## config.mk

```make
export PLATFORM = sky130hd
export DESIGN_NAME = color_to_terminal_palette
export DESIGN_NICKNAME = d
export VERILOG_FILES = /design/src/rtl/core/ctp_pkg.sv /design/src/rtl/core/ctp_hsv.sv /design/src/rtl/core/color_to_terminal_palette.sv
export VERILOG_INCLUDE_DIRS = /design/src /design/src/rtl/core
export SDC_FILE = /design/constraint.sdc
export NUM_CORES = 1
export LEC_CHECK = 0
export BUFFER_PORTS_ARGS = -buffer_cell sky130_fd_sc_hd__clkbuf_2
export CAP_MARGIN = 20
export CORE_UTILIZATION = 50
export CTS_CLUSTER_SIZE = 16
export DETAILED_ROUTE_END_ITERATION = 8
export PLACE_DENSITY = 0.7
export SLEW_MARGIN = 20
export SYNTH_ARGS = -nofsm -noshare
export SYNTH_HDL_FRONTEND = slang
export SYNTH_HIERARCHICAL = 1
export SYNTH_SLANG_ARGS = --single-unit
```

## constraint.sdc

```tcl
create_clock -name clk -period 6.64 [get_ports clk]
set_clock_uncertainty 0.05 [all_clocks]
set_input_delay 1.328 -clock clk [delete_from_list [all_inputs] [get_ports clk]]
set_output_delay 1.328 -clock clk [all_outputs]
set_load 0.01 [all_outputs]
```

## src/rtl/core/assert_macros.svh

```systemverilog
// Assertion macros for the RTL. Each expects clk and rst_n in scope.
`ifndef ASSERT_MACROS_SVH
`define ASSERT_MACROS_SVH

// Same-cycle implication, disabled while in reset
`define ASSERT_IMPL(label, ante, cons, msg) \
    label: assert property (@(posedge clk) disable iff (!rst_n) (ante) |-> (cons)) \
        else $error(msg);

// Next-cycle implication, disabled while in reset
`define ASSERT_NEXT(label, ante, cons, msg) \
    label: assert property (@(posedge clk) disable iff (!rst_n) (ante) |=> (cons)) \
        else $error(msg);

`endif

```

## src/rtl/core/ctp_pkg.sv

```systemverilog
`default_nettype none

package ctp_pkg;

    // Channel interpretation of an incoming pixel
    typedef enum logic
    {
        OP_RGB = 1'b0,
        OP_HSV = 1'b1
    } opcode_t;

    typedef logic [7:0] chan_t;
    typedef logic [2:0] region_t;
    typedef logic [2:0] level_t;
    typedef logic [4:0] grey_t;

    localparam int unsigned SumWidth    = 10;
    localparam int unsigned Sum100Width = 17;

    typedef logic [SumWidth-1:0]    sum_t;
    typedef logic [Sum100Width-1:0] sum100_t;

    typedef struct packed
    {
        opcode_t opcode;
        chan_t   chan_first;
        chan_t   chan_second;
        chan_t   chan_third;
    } pixel_t;

    typedef struct packed
    {
        chan_t palette_index;
        chan_t red_out;
        chan_t green_out;
        chan_t blue_out;
    } result_t;

    typedef struct packed
    {
        chan_t red;
        chan_t green;
        chan_t blue;
    } rgb_t;

    localparam chan_t       ChanMax    = 8'hFF;
    localparam int unsigned HueSpan    = 43;
    localparam int unsigned HueRegions = 6;
    localparam int unsigned RemScale   = 6;
    localparam int unsigned LevelFloor = 75;
    localparam int unsigned LevelBias  = 36;
    localparam int unsigned LevelStep  = 40;
    localparam int unsigned LevelMax   = 5;
    localparam int unsigned GreyScale  = 100;
    localparam int unsigned GreyStep   = 2943;
    localparam int unsigned GreyLevels = 25;
    localparam int unsigned CubeBase   = 16;
    localparam int unsigned CubeTop    = 231;
    localparam int unsigned CubeRed    = 36;
    localparam int unsigned CubeGreen  = 6;

    // Hue region 0..5: count the region boundaries at or below the hue
    function automatic region_t hue_region(input chan_t hue);
        region_t rg;
        rg = '0;
        for (int k = 1; k < HueRegions; k++)
        begin
            if (32'(hue) >= HueSpan * k)
                rg = 3'(k);
        end
        return rg;
    endfunction

    // Cube level 0..5 of one channel
    function automatic level_t level6(input chan_t x);
        level_t lv;
        lv = '0;
        if (32'(x) > LevelFloor)
        begin
            lv = 3'd1;
            for (int k = 2; k <= LevelMax; k++)
            begin
                if (32'(x) >= LevelBias + LevelStep * k)
                    lv = 3'(k);
            end
        end
        return lv;
    endfunction

    // Grey level 0..25 from the channel sum scaled by one hundred
    function automatic grey_t grey_level(input sum100_t x);
        grey_t gl;
        gl = '0;
        for (int k = 1; k <= GreyLevels; k++)
        begin
            if (32'(x) >= GreyStep * k)
                gl = 5'(k);
        end
        return gl;
    endfunction

endpackage

`default_nettype wire

```

## src/rtl/core/ctp_hsv.sv

```systemverilog
`default_nettype none

// Three-stage HSV to RGB converter; RGB requests pass through unchanged
module ctp_hsv
(
    input  wire logic            clk,
    input  wire logic            rst_n,
    input  wire logic            pixel_valid,
    output logic                 pixel_stall,
    input  wire ctp_pkg::pixel_t pixel,
    output logic                 rgb_valid,
    input  wire logic            rgb_stall,
    output ctp_pkg::rgb_t        rgb
);

    typedef struct packed
    {
        ctp_pkg::opcode_t opcode;
        ctp_pkg::chan_t   chan_first;
        ctp_pkg::chan_t   chan_second;
        ctp_pkg::chan_t   chan_third;
        ctp_pkg::region_t region;
        ctp_pkg::chan_t   rem;
    } s1_t;

    typedef struct packed
    {
        ctp_pkg::opcode_t opcode;
        ctp_pkg::chan_t   chan_first;
        ctp_pkg::chan_t   chan_second;
        ctp_pkg::chan_t   chan_third;
        ctp_pkg::region_t region;
        ctp_pkg::chan_t   p;
        ctp_pkg::chan_t   sq;
        ctp_pkg::chan_t   st;
    } s2_t;

    logic v1_reg, v2_reg, v3_reg;
    logic rdy1, rdy2, rdy3;
    s1_t  s1_reg, s1_next;
    s2_t  s2_reg, s2_next;
    ctp_pkg::rgb_t s3_reg, s3_next;

    ctp_pkg::chan_t   base;
    logic [5:0]       offset;
    logic [15:0]      prod_p, prod_sq, prod_st, prod_q, prod_t;
    ctp_pkg::chan_t   q, t;

    // Advance a stage when it is empty or its successor moves
    assign rdy3        = !v3_reg || !rgb_stall;
    assign rdy2        = !v2_reg || rdy3;
    assign rdy1        = !v1_reg || rdy2;
    assign pixel_stall = !rdy1;

    // Stage 1: hue region and scaled remainder
    always_comb
    begin
        s1_next.opcode      = pixel.opcode;
        s1_next.chan_first  = pixel.chan_first;
        s1_next.chan_second = pixel.chan_second;
        s1_next.chan_third  = pixel.chan_third;
        s1_next.region      = ctp_pkg::hue_region(pixel.chan_first);
        base                = 8'(ctp_pkg::HueSpan * 32'(s1_next.region));
        offset              = 6'(pixel.chan_first - base);
        s1_next.rem         = 8'(32'(offset) * ctp_pkg::RemScale);
    end

    // Stage 2: p and the saturation products
    always_comb
    begin
        prod_p  = 16'(s1_reg.chan_third) * 16'(ctp_pkg::ChanMax - s1_reg.chan_second);
        prod_sq = 16'(s1_reg.chan_second) * 16'(s1_reg.rem);
        prod_st = 16'(s1_reg.chan_second) * 16'(ctp_pkg::ChanMax - s1_reg.rem);
        s2_next.opcode      = s1_reg.opcode;
        s2_next.chan_first  = s1_reg.chan_first;
        s2_next.chan_second = s1_reg.chan_second;
        s2_next.chan_third  = s1_reg.chan_third;
        s2_next.region      = s1_reg.region;
        s2_next.p           = prod_p[15:8];
        s2_next.sq          = prod_sq[15:8];
        s2_next.st          = prod_st[15:8];
    end

    // Stage 3: q and t, then pick the triple for the region
    always_comb
    begin
        prod_q = 16'(s2_reg.chan_third) * 16'(ctp_pkg::ChanMax - s2_reg.sq);
        prod_t = 16'(s2_reg.chan_third) * 16'(ctp_pkg::ChanMax - s2_reg.st);
        q      = prod_q[15:8];
        t      = prod_t[15:8];
        s3_next = '{s2_reg.chan_first, s2_reg.chan_second, s2_reg.chan_third};
        if (s2_reg.opcode == ctp_pkg::OP_HSV)
        begin
            if (s2_reg.chan_second == '0)
            begin
                s3_next = '{s2_reg.chan_third, s2_reg.chan_third, s2_reg.chan_third};
            end
            else
            begin
                unique case (s2_reg.region)
                    3'd0:    s3_next = '{s2_reg.chan_third, t, s2_reg.p};
                    3'd1:    s3_next = '{q, s2_reg.chan_third, s2_reg.p};
                    3'd2:    s3_next = '{s2_reg.p, s2_reg.chan_third, t};
                    3'd3:    s3_next = '{s2_reg.p, q, s2_reg.chan_third};
                    3'd4:    s3_next = '{t, s2_reg.p, s2_reg.chan_third};
                    default: s3_next = '{s2_reg.chan_third, s2_reg.p, q};
                endcase
            end
        end
    end

    // Valid bits
    always_ff @(posedge clk or negedge rst_n)
    begin
        if (!rst_n)
        begin
            v1_reg <= 1'b0;
            v2_reg <= 1'b0;
            v3_reg <= 1'b0;
        end
        else
        begin
            if (rdy1)
                v1_reg <= pixel_valid;
            if (rdy2)
                v2_reg <= v1_reg;
            if (rdy3)
                v3_reg <= v2_reg;
        end
    end

    // Payload: load on advance, hold otherwise
    always_ff @(posedge clk)
    begin
        if (rdy1 && pixel_valid)
            s1_reg <= s1_next;
        if (rdy2 && v1_reg)
            s2_reg <= s2_next;
        if (rdy3 && v2_reg)
            s3_reg <= s3_next;
    end

    assign rgb_valid = v3_reg;
    assign rgb       = s3_reg;

endmodule

`default_nettype wire

```

## src/rtl/core/color_to_terminal_palette.sv

```systemverilog
`default_nettype none
`include "assert_macros.svh"

// Converts a stream of pixels, given as RGB or as integer HSV with hue on
// 0..255, to an xterm 256-colour index (cube 16..231, grey ramp 232..255
// with its ends folded to 16 and 231) and returns the RGB triple used.
// One pixel is accepted per clock while pixel_stall is low. A request passes
// through five register stages in order: hue split, two multiplier
// stages, channel levels and sum, then grey compare and index.
// A stall on the result side is absorbed by empty stages before it
// reaches the pixel side.
module color_to_terminal_palette
(
    input  wire logic             clk,
    input  wire logic             rst_n,
    input  wire logic             pixel_valid,
    output logic                  pixel_stall,
    input  wire ctp_pkg::pixel_t  pixel,
    output logic                  result_valid,
    input  wire logic             result_stall,
    output ctp_pkg::result_t      result
);

    typedef struct packed
    {
        ctp_pkg::rgb_t    px;
        ctp_pkg::level_t  lr;
        ctp_pkg::level_t  lg;
        ctp_pkg::level_t  lb;
        ctp_pkg::sum100_t sum100;
    } s4_t;

    logic             hsv_valid, hsv_stall;
    ctp_pkg::rgb_t    hsv_rgb;
    logic             v4_reg, v5_reg;
    logic             rdy4, rdy5;
    s4_t              s4_reg, s4_next;
    ctp_pkg::result_t s5_reg, s5_next;
    ctp_pkg::sum_t    sum;
    ctp_pkg::grey_t   grey;

    ctp_hsv u_hsv
    (
        .clk         (clk),
        .rst_n       (rst_n),
        .pixel_valid (pixel_valid),
        .pixel_stall (pixel_stall),
        .pixel       (pixel),
        .rgb_valid   (hsv_valid),
        .rgb_stall   (hsv_stall),
        .rgb         (hsv_rgb)
    );

    // Advance a stage when it is empty or its successor moves
    assign rdy5      = !v5_reg || !result_stall;
    assign rdy4      = !v4_reg || rdy5;
    assign hsv_stall = !rdy4;

    // Stage 4: cube levels and scaled channel sum
    always_comb
    begin
        sum = ctp_pkg::sum_t'(hsv_rgb.red) + ctp_pkg::sum_t'(hsv_rgb.green)
            + ctp_pkg::sum_t'(hsv_rgb.blue);
        s4_next.px     = hsv_rgb;
        s4_next.lr     = ctp_pkg::level6(hsv_rgb.red);
        s4_next.lg     = ctp_pkg::level6(hsv_rgb.green);
        s4_next.lb     = ctp_pkg::level6(hsv_rgb.blue);
        s4_next.sum100 = ctp_pkg::sum100_t'(sum)
                       * ctp_pkg::sum100_t'(ctp_pkg::GreyScale);
    end

    // Stage 5: grey ramp or cube index
    always_comb
    begin
        grey                = ctp_pkg::grey_level(s4_reg.sum100);
        s5_next.red_out     = s4_reg.px.red;
        s5_next.green_out   = s4_reg.px.green;
        s5_next.blue_out    = s4_reg.px.blue;
        if (s4_reg.lr == s4_reg.lg && s4_reg.lg == s4_reg.lb)
        begin
            priority if (grey == '0)
                s5_next.palette_index = 8'(ctp_pkg::CubeBase);
            else if (32'(grey) == ctp_pkg::GreyLevels)
                s5_next.palette_index = 8'(ctp_pkg::CubeTop);
            else
                s5_next.palette_index = 8'(ctp_pkg::CubeTop + 32'(grey));
        end
        else
        begin
            s5_next.palette_index = 8'(ctp_pkg::CubeBase
                                  + ctp_pkg::CubeRed * 32'(s4_reg.lr)
                                  + ctp_pkg::CubeGreen * 32'(s4_reg.lg)
                                  + 32'(s4_reg.lb));
        end
    end

    // Valid bits
    always_ff @(posedge clk or negedge rst_n)
    begin
        if (!rst_n)
        begin
            v4_reg <= 1'b0;
            v5_reg <= 1'b0;
        end
        else
        begin
            if (rdy4)
                v4_reg <= hsv_valid;
            if (rdy5)
                v5_reg <= v4_reg;
        end
    end

    // Payload: load on advance, hold otherwise
    always_ff @(posedge clk)
    begin
        if (rdy4 && hsv_valid)
            s4_reg <= s4_next;
        if (rdy5 && v4_reg)
            s5_reg <= s5_next;
    end

    assign result_valid = v5_reg;
    assign result       = s5_reg;

    // Stage 4 holds its request while the output register is stalled
    `ASSERT_NEXT(a_s4_hold, v4_reg && !rdy4, v4_reg && $stable(s4_reg), "stage 4 lost a request")
    // A request leaving stage 4 lands in the output register
    `ASSERT_NEXT(a_s4_to_out, v4_reg && rdy5, result_valid, "request dropped before output")
    // Every index lies in the cube or on the grey ramp
    `ASSERT_IMPL(a_index_range, result_valid, result.palette_index >= 8'(ctp_pkg::CubeBase), "index below 16")

endmodule

`default_nettype wire

```

Word level (Yosys, flattened, before mapping)

Cells that the tools add are included.

Register bits after elaboration: 196
Bits of input ports: 29
Output and inout bits: 34
Logic and storage cells: 184

$add $sub $neg: 11
Multipliers: 10
Order comparisons: 45
Equal/unequal tests: 7
Multiplexer cells: 48
Bitwise operators: 3
Reductions and logical operators: 24

Operator list:

| operator                                                                              | number |
|---|---|
| 17-bit by 16-bit greater-or-equal comparator with 1-bit output, second input constant | 11 |
| 5-bit 2-to-1 mux                                                                      | 24 |
| 24-bit case mux with 5 select lines                                                   | 1 |
| 17-bit by 15-bit greater-or-equal comparator with 1-bit output, second input constant | 6 |
| 8-bit greater-or-equal comparator, second input constant                              | 12 |
| 8-bit by 16-bit multiplier with 16-bit output                                         | 4 |
| 17-bit by 14-bit greater-or-equal comparator with 1-bit output, second input constant | 3 |
| 17-bit greater-or-equal comparator, second input constant                             | 3 |
| 24-bit 2-to-1 mux                                                                     | 2 |
| 3-bit 2-to-1 mux                                                                      | 12 |
| 8-bit by 8-bit subtractor with 9-bit output, first input constant                     | 4 |
| 8-bit by 7-bit greater-or-equal comparator with 1-bit output, second input constant   | 4 |
| 8-bit by 7-bit greater-than comparator with 1-bit output, second input constant       | 3 |
| 8-bit 2-to-1 mux                                                                      | 3 |
| 17-bit by 12-bit greater-or-equal comparator with 1-bit output, second input constant | 1 |
| 17-bit by 13-bit greater-or-equal comparator with 1-bit output, second input constant | 1 |
| 10-bit by 5-bit multiplier with 15-bit output, second input constant                  | 1 |
| 8-bit by 7-bit multiplier with 15-bit output                                          | 1 |
| 9-bit by 8-bit adder with 10-bit output                                               | 1 |
| 8-bit by 8-bit adder with 9-bit output                                                | 1 |
| 3-bit OR reduction                                                                    | 3 |
| 5-bit by 8-bit adder with 8-bit output, first input constant                          | 1 |
| 8-bit by 3-bit adder with 8-bit output                                                | 1 |
| 8-bit by 5-bit adder with 8-bit output, first input constant                          | 1 |
| 21 further kinds                                                                      | 44 |

Longest topological paths before layout

Word-level depth: 30
Gate-level depth with buffers: 20
Mapped depth without buffers: 20

Modules after synthesis

Netlist, hierarchy kept.

Modules (own cells, without submodules):

| module                    | times used | cells an instance | area an instance (sq um) | seq. area each (sq um) |
|---|---|---|---|---|
| ctp_hsv                   | 1          | 1583              | 15039.4                  | 3408.3 |
| color_to_terminal_palette | 1          | 482               | 5439.0                   | 2452.4 |

Worst setup path before layout

Ideal clock, no wire load.

Kind: register -> register
Start: reg u_hsv/s2_reg[34] (netlist name)
End: reg u_hsv.s3_reg (netlist bit u_hsv/rgb[22]), data pin
Library setup time: 0.264 ns
Arrival: 4.777 ns
Data required time: 6.326 ns
Setup slack: 1.549 ns
Stages on the path, launching flop included: 18
Path buffers: 2
Clock period less this slack: 5.091 ns
Cells stage by stage: edfxtp_1 -> clkbuf_1 -> clkbuf_1 -> nor2b_1 -> fa_1 -> fa_1 -> fa_1 -> inv_1 -> fa_1 -> inv_1 -> ha_1 -> a21o_1 -> nand2_1 -> o211ai_1 -> a311oi_1 -> xnor2_1 -> nor3_1 -> o22ai_1

RTL lines:

| item                   | line           | RTL |
|---|---|---|
| from (decl)            | ctp_hsv.sv:41  | `s2_t s2_reg, s2_next;` |
| from (signal assigned) | ctp_hsv.sv:138 | `s2_reg <= s2_next;` |
| to (signal assigned)   | ctp_hsv.sv:140 | `s3_reg <= s3_next;` |
| to (decl)              | ctp_hsv.sv:42  | `ctp_pkg::rgb_t s3_reg, s3_next;` |

==> out/results.txt <==
status -> finished, final reports clean
maxcap violations -> 0
min Tclk post-route -> 5666 ps
Synth Area in XOR/XNOR -> 2.823%
WS Path Type -> register to register
Placed Area -> 0.02129 mm²
CP required -> 6790 ps
IO Pins -> 63
drt total wl -> 48.12 mm
Root Driver -> clkbuf_16
First-pass DRT Iterations -> 5
CTS resizes -> 0
Compound-Gate Fraction of Synth Area -> 12.39%
initial core utilization -> 51.07%
syn_area_per_cell -> 9.917 µm²
crit-path max cell delay -> 940 ps
Post-Synth Adder-Cell Area -> 33.03%
clk sinks -> 196
non-filler cells, final -> 2628
Reg area -> 0.005861 mm²
share of cells above drive strength 1 -> 6.613%
CTS Buf Count -> 17
1st-iter DRT viols -> 1076
footprint of the multi-input gates -> 0.01319 mm²
mux contribution to synthesized area -> 0.3055%
Crit path top cell by count -> fa_1
max_slew headroom -> 27.61%
CP Launch Type -> register
Mapped Cells -> 2065
Final Cycle Share -> 85.34%
Fillers -> 3473
Mapped Area -> 0.02048 mm²
hold_ws -> 370.0 ps
CTS Buffer Depth -> 2
post-synthesis sequential area ratio -> 28.62%
commonest cells after routing, fill and taps aside -> 300 x inv_1, 235 x ha_1, 191 x fa_1, 191 x edfxtp_1, 151 x nand2_1
final instance area -> 0.02195 mm²
top_reg_cell synth -> edfxtp_1
Layout Nets -> 2544
IO buf count -> 62
core area -> 0.04010 mm²
Worst Path Max Fanout -> 24
GP Congestion -> 0.9379
Setup crit end kind -> register
Antenna Violating Nets Remaining -> 0
largest net degree at the start of global routing -> 53
Setup TNS Final -> 0 ps
flops & latches, synth -> 196
overall routing resource usage -> 24.57%
Fin. Hold Viols -> 0
initial antenna violation count -> 1
CTS tree -> built
DR vias/cell -> 5.751
Skew-Pair Late Insertion Delay -> 460 ps
simple-gate share of the synthesized area -> 15.75%
Placed Instances -> 2594
slowest CP cell -> edfxtp_1
hold_buf cts -> 0
DRC Markers -> 0
syn_nets -> 2520
slew at the pin closest to its max-slew limit -> 1086 ps
most common cell after layout, fill and taps aside -> inv_1
type of the worst min-delay path -> register to register
H-tree levels -> 4
FP Rows -> 73
Die H -> 204.4 µm
vias in the first global route -> 15.72k
DP Wirelength -> 37.43 mm
die width -> 204.4 µm
post-CTS setup buffers -> 0
synthesis-to-finish area growth -> 7.173%
Avg WL per Cell -> 18.31 µm
max reg flops -> 52
EDFF count, synth -> 191
asr flop ratio synth -> 2.551%
total grt overflow -> 0
Die Area -> 0.04177 mm²
Max Fclk -> 176.5 MHz
CP cell instances -> nor2b_1, fa_1, fa_1, fa_1, inv_1, fa_1, inv_1, ha_1, a21o_1, nand2_1, o211ai_1, a311oi_1, xnor2_1, nor3_1, o22ai_1
via count -> 15.11k
unrepaired setup endpoints after global routing -> no
Synth warnings -> 6
main combinational cell family by area after synthesis -> adder cells
first-pass GRT wire length -> 80.27 mm
Setup-failing EPs final -> 0
Data arrival, critical path -> 5820 ps
Max Slew Vio Count -> 0
Cell variety after synth -> 92
clk slew on worst S/H paths -> 80 ps
cells by family after synthesis:
family / Yosys count
flip-flops: 196
AND/OR/NAND/NOR: 626
AO/OA/AOI/OAI: 364
buffers and inverters: 381
multiplexers: 6
adder cells (fa/ha/maj): 426
XOR/XNOR: 66
cells in the mapped netlist (all sizes together), types with 6 or more instances:
cell / count / share of area (%)
a22oi: 8 / 0.29
o21a: 15 / 0.55
nor2: 121 / 2.2
nand3: 35 / 0.88
a21boi: 8 / 0.31
a211oi: 12 / 0.50
ha: 235 / 14
o211ai: 18 / 0.68
o41ai: 6 / 0.29
a22o: 6 / 0.26
o21ai: 56 / 1.4
a21oi: 78 / 1.9
and2: 34 / 1.0
a311oi: 9 / 0.38
inv: 302 / 5.5
a31o: 6 / 0.26
nand2b: 62 / 1.9
or3: 11 / 0.36
nand2: 152 / 2.8
nor2b: 130 / 4.0
xor2: 22 / 0.94
o22ai: 11 / 0.34
a31oi: 22 / 0.67
fa: 191 / 19
o31ai: 10 / 0.43
buf: 11 / 0.30
o21bai: 9 / 0.33
nor4: 13 / 0.40
nor3: 23 / 0.56
nand4: 9 / 0.27
o2111ai: 8 / 0.34
clkbuf: 64 / 1.2
and3: 13 / 0.40
a21o: 28 / 1.0
xnor2: 44 / 1.9
edfxtp: 191 / 28
a2111oi: 7 / 0.31
area by class of cell:
cell class                 count  share of cell area [%]
tap                          525                   2.993
antenna                        1                 0.01140
sequential                   196                   26.70
inverter                     306                   5.233
multi-input combinational   1488                   60.08
clock buffer                  18                   1.955
clock inverter                14                  0.9064
timing repair buffer          80                   2.121
worst paths after layout:
check | from | end | slack (ps) | cells past startpoint
max in group asynchronous | rst_n | u_hsv/v2_reg | 5780 | 1
worst min-delay path | u_hsv/s1_reg[33] | u_hsv/s2_reg[49] | 370 | 0
min in group asynchronous | rst_n | u_hsv/rgb_valid | 620 | 1
worst min register to register | u_hsv/s1_reg[33] | u_hsv/s2_reg[49] | 370 | 0
worst max register to register | u_hsv/s2_reg[33] | u_hsv/rgb[22] | 970 | 15
worst max-delay path | u_hsv/s2_reg[33] | u_hsv/rgb[22] | 970 | 15
through the flow:
step                      utilization (%)  worst slack [ps]
final                               54.74             973.6
after global routing                54.73             655.6
after CTS                           54.66              1012
after detailed placement            53.09              1010
after global placement              53.09              1135
after floorplan                         -              1549
critical path: cells and delay by family, from the launching register on:
kind / cells / cell delay [ps]
fa+ha+maj: 5 / 2410
flops: 1 / 940
xor+xnor: 1 / 250
simple gates: 3 / 610
compound gates: 4 / 1060
buf+inv: 2 / 90
layer usage:
| metal | track usage (%) | vias up | wire length (µm) |
|---|---|---|---|
| met4 | 10.77 | 0 | 1844 |
| met2 | 42.47 | 473 | 23650 |
| met5 | 0 | - | 0 |
| li1 | - | 7102 | - |
| met1 | 30.13 | 7424 | 20240 |
| met3 | 4.050 | 115 | 2387 |
Power is left out: the tool's default activity adds up to more than one toggle a clock period on the data nets, which glitch-free logic cannot reach.
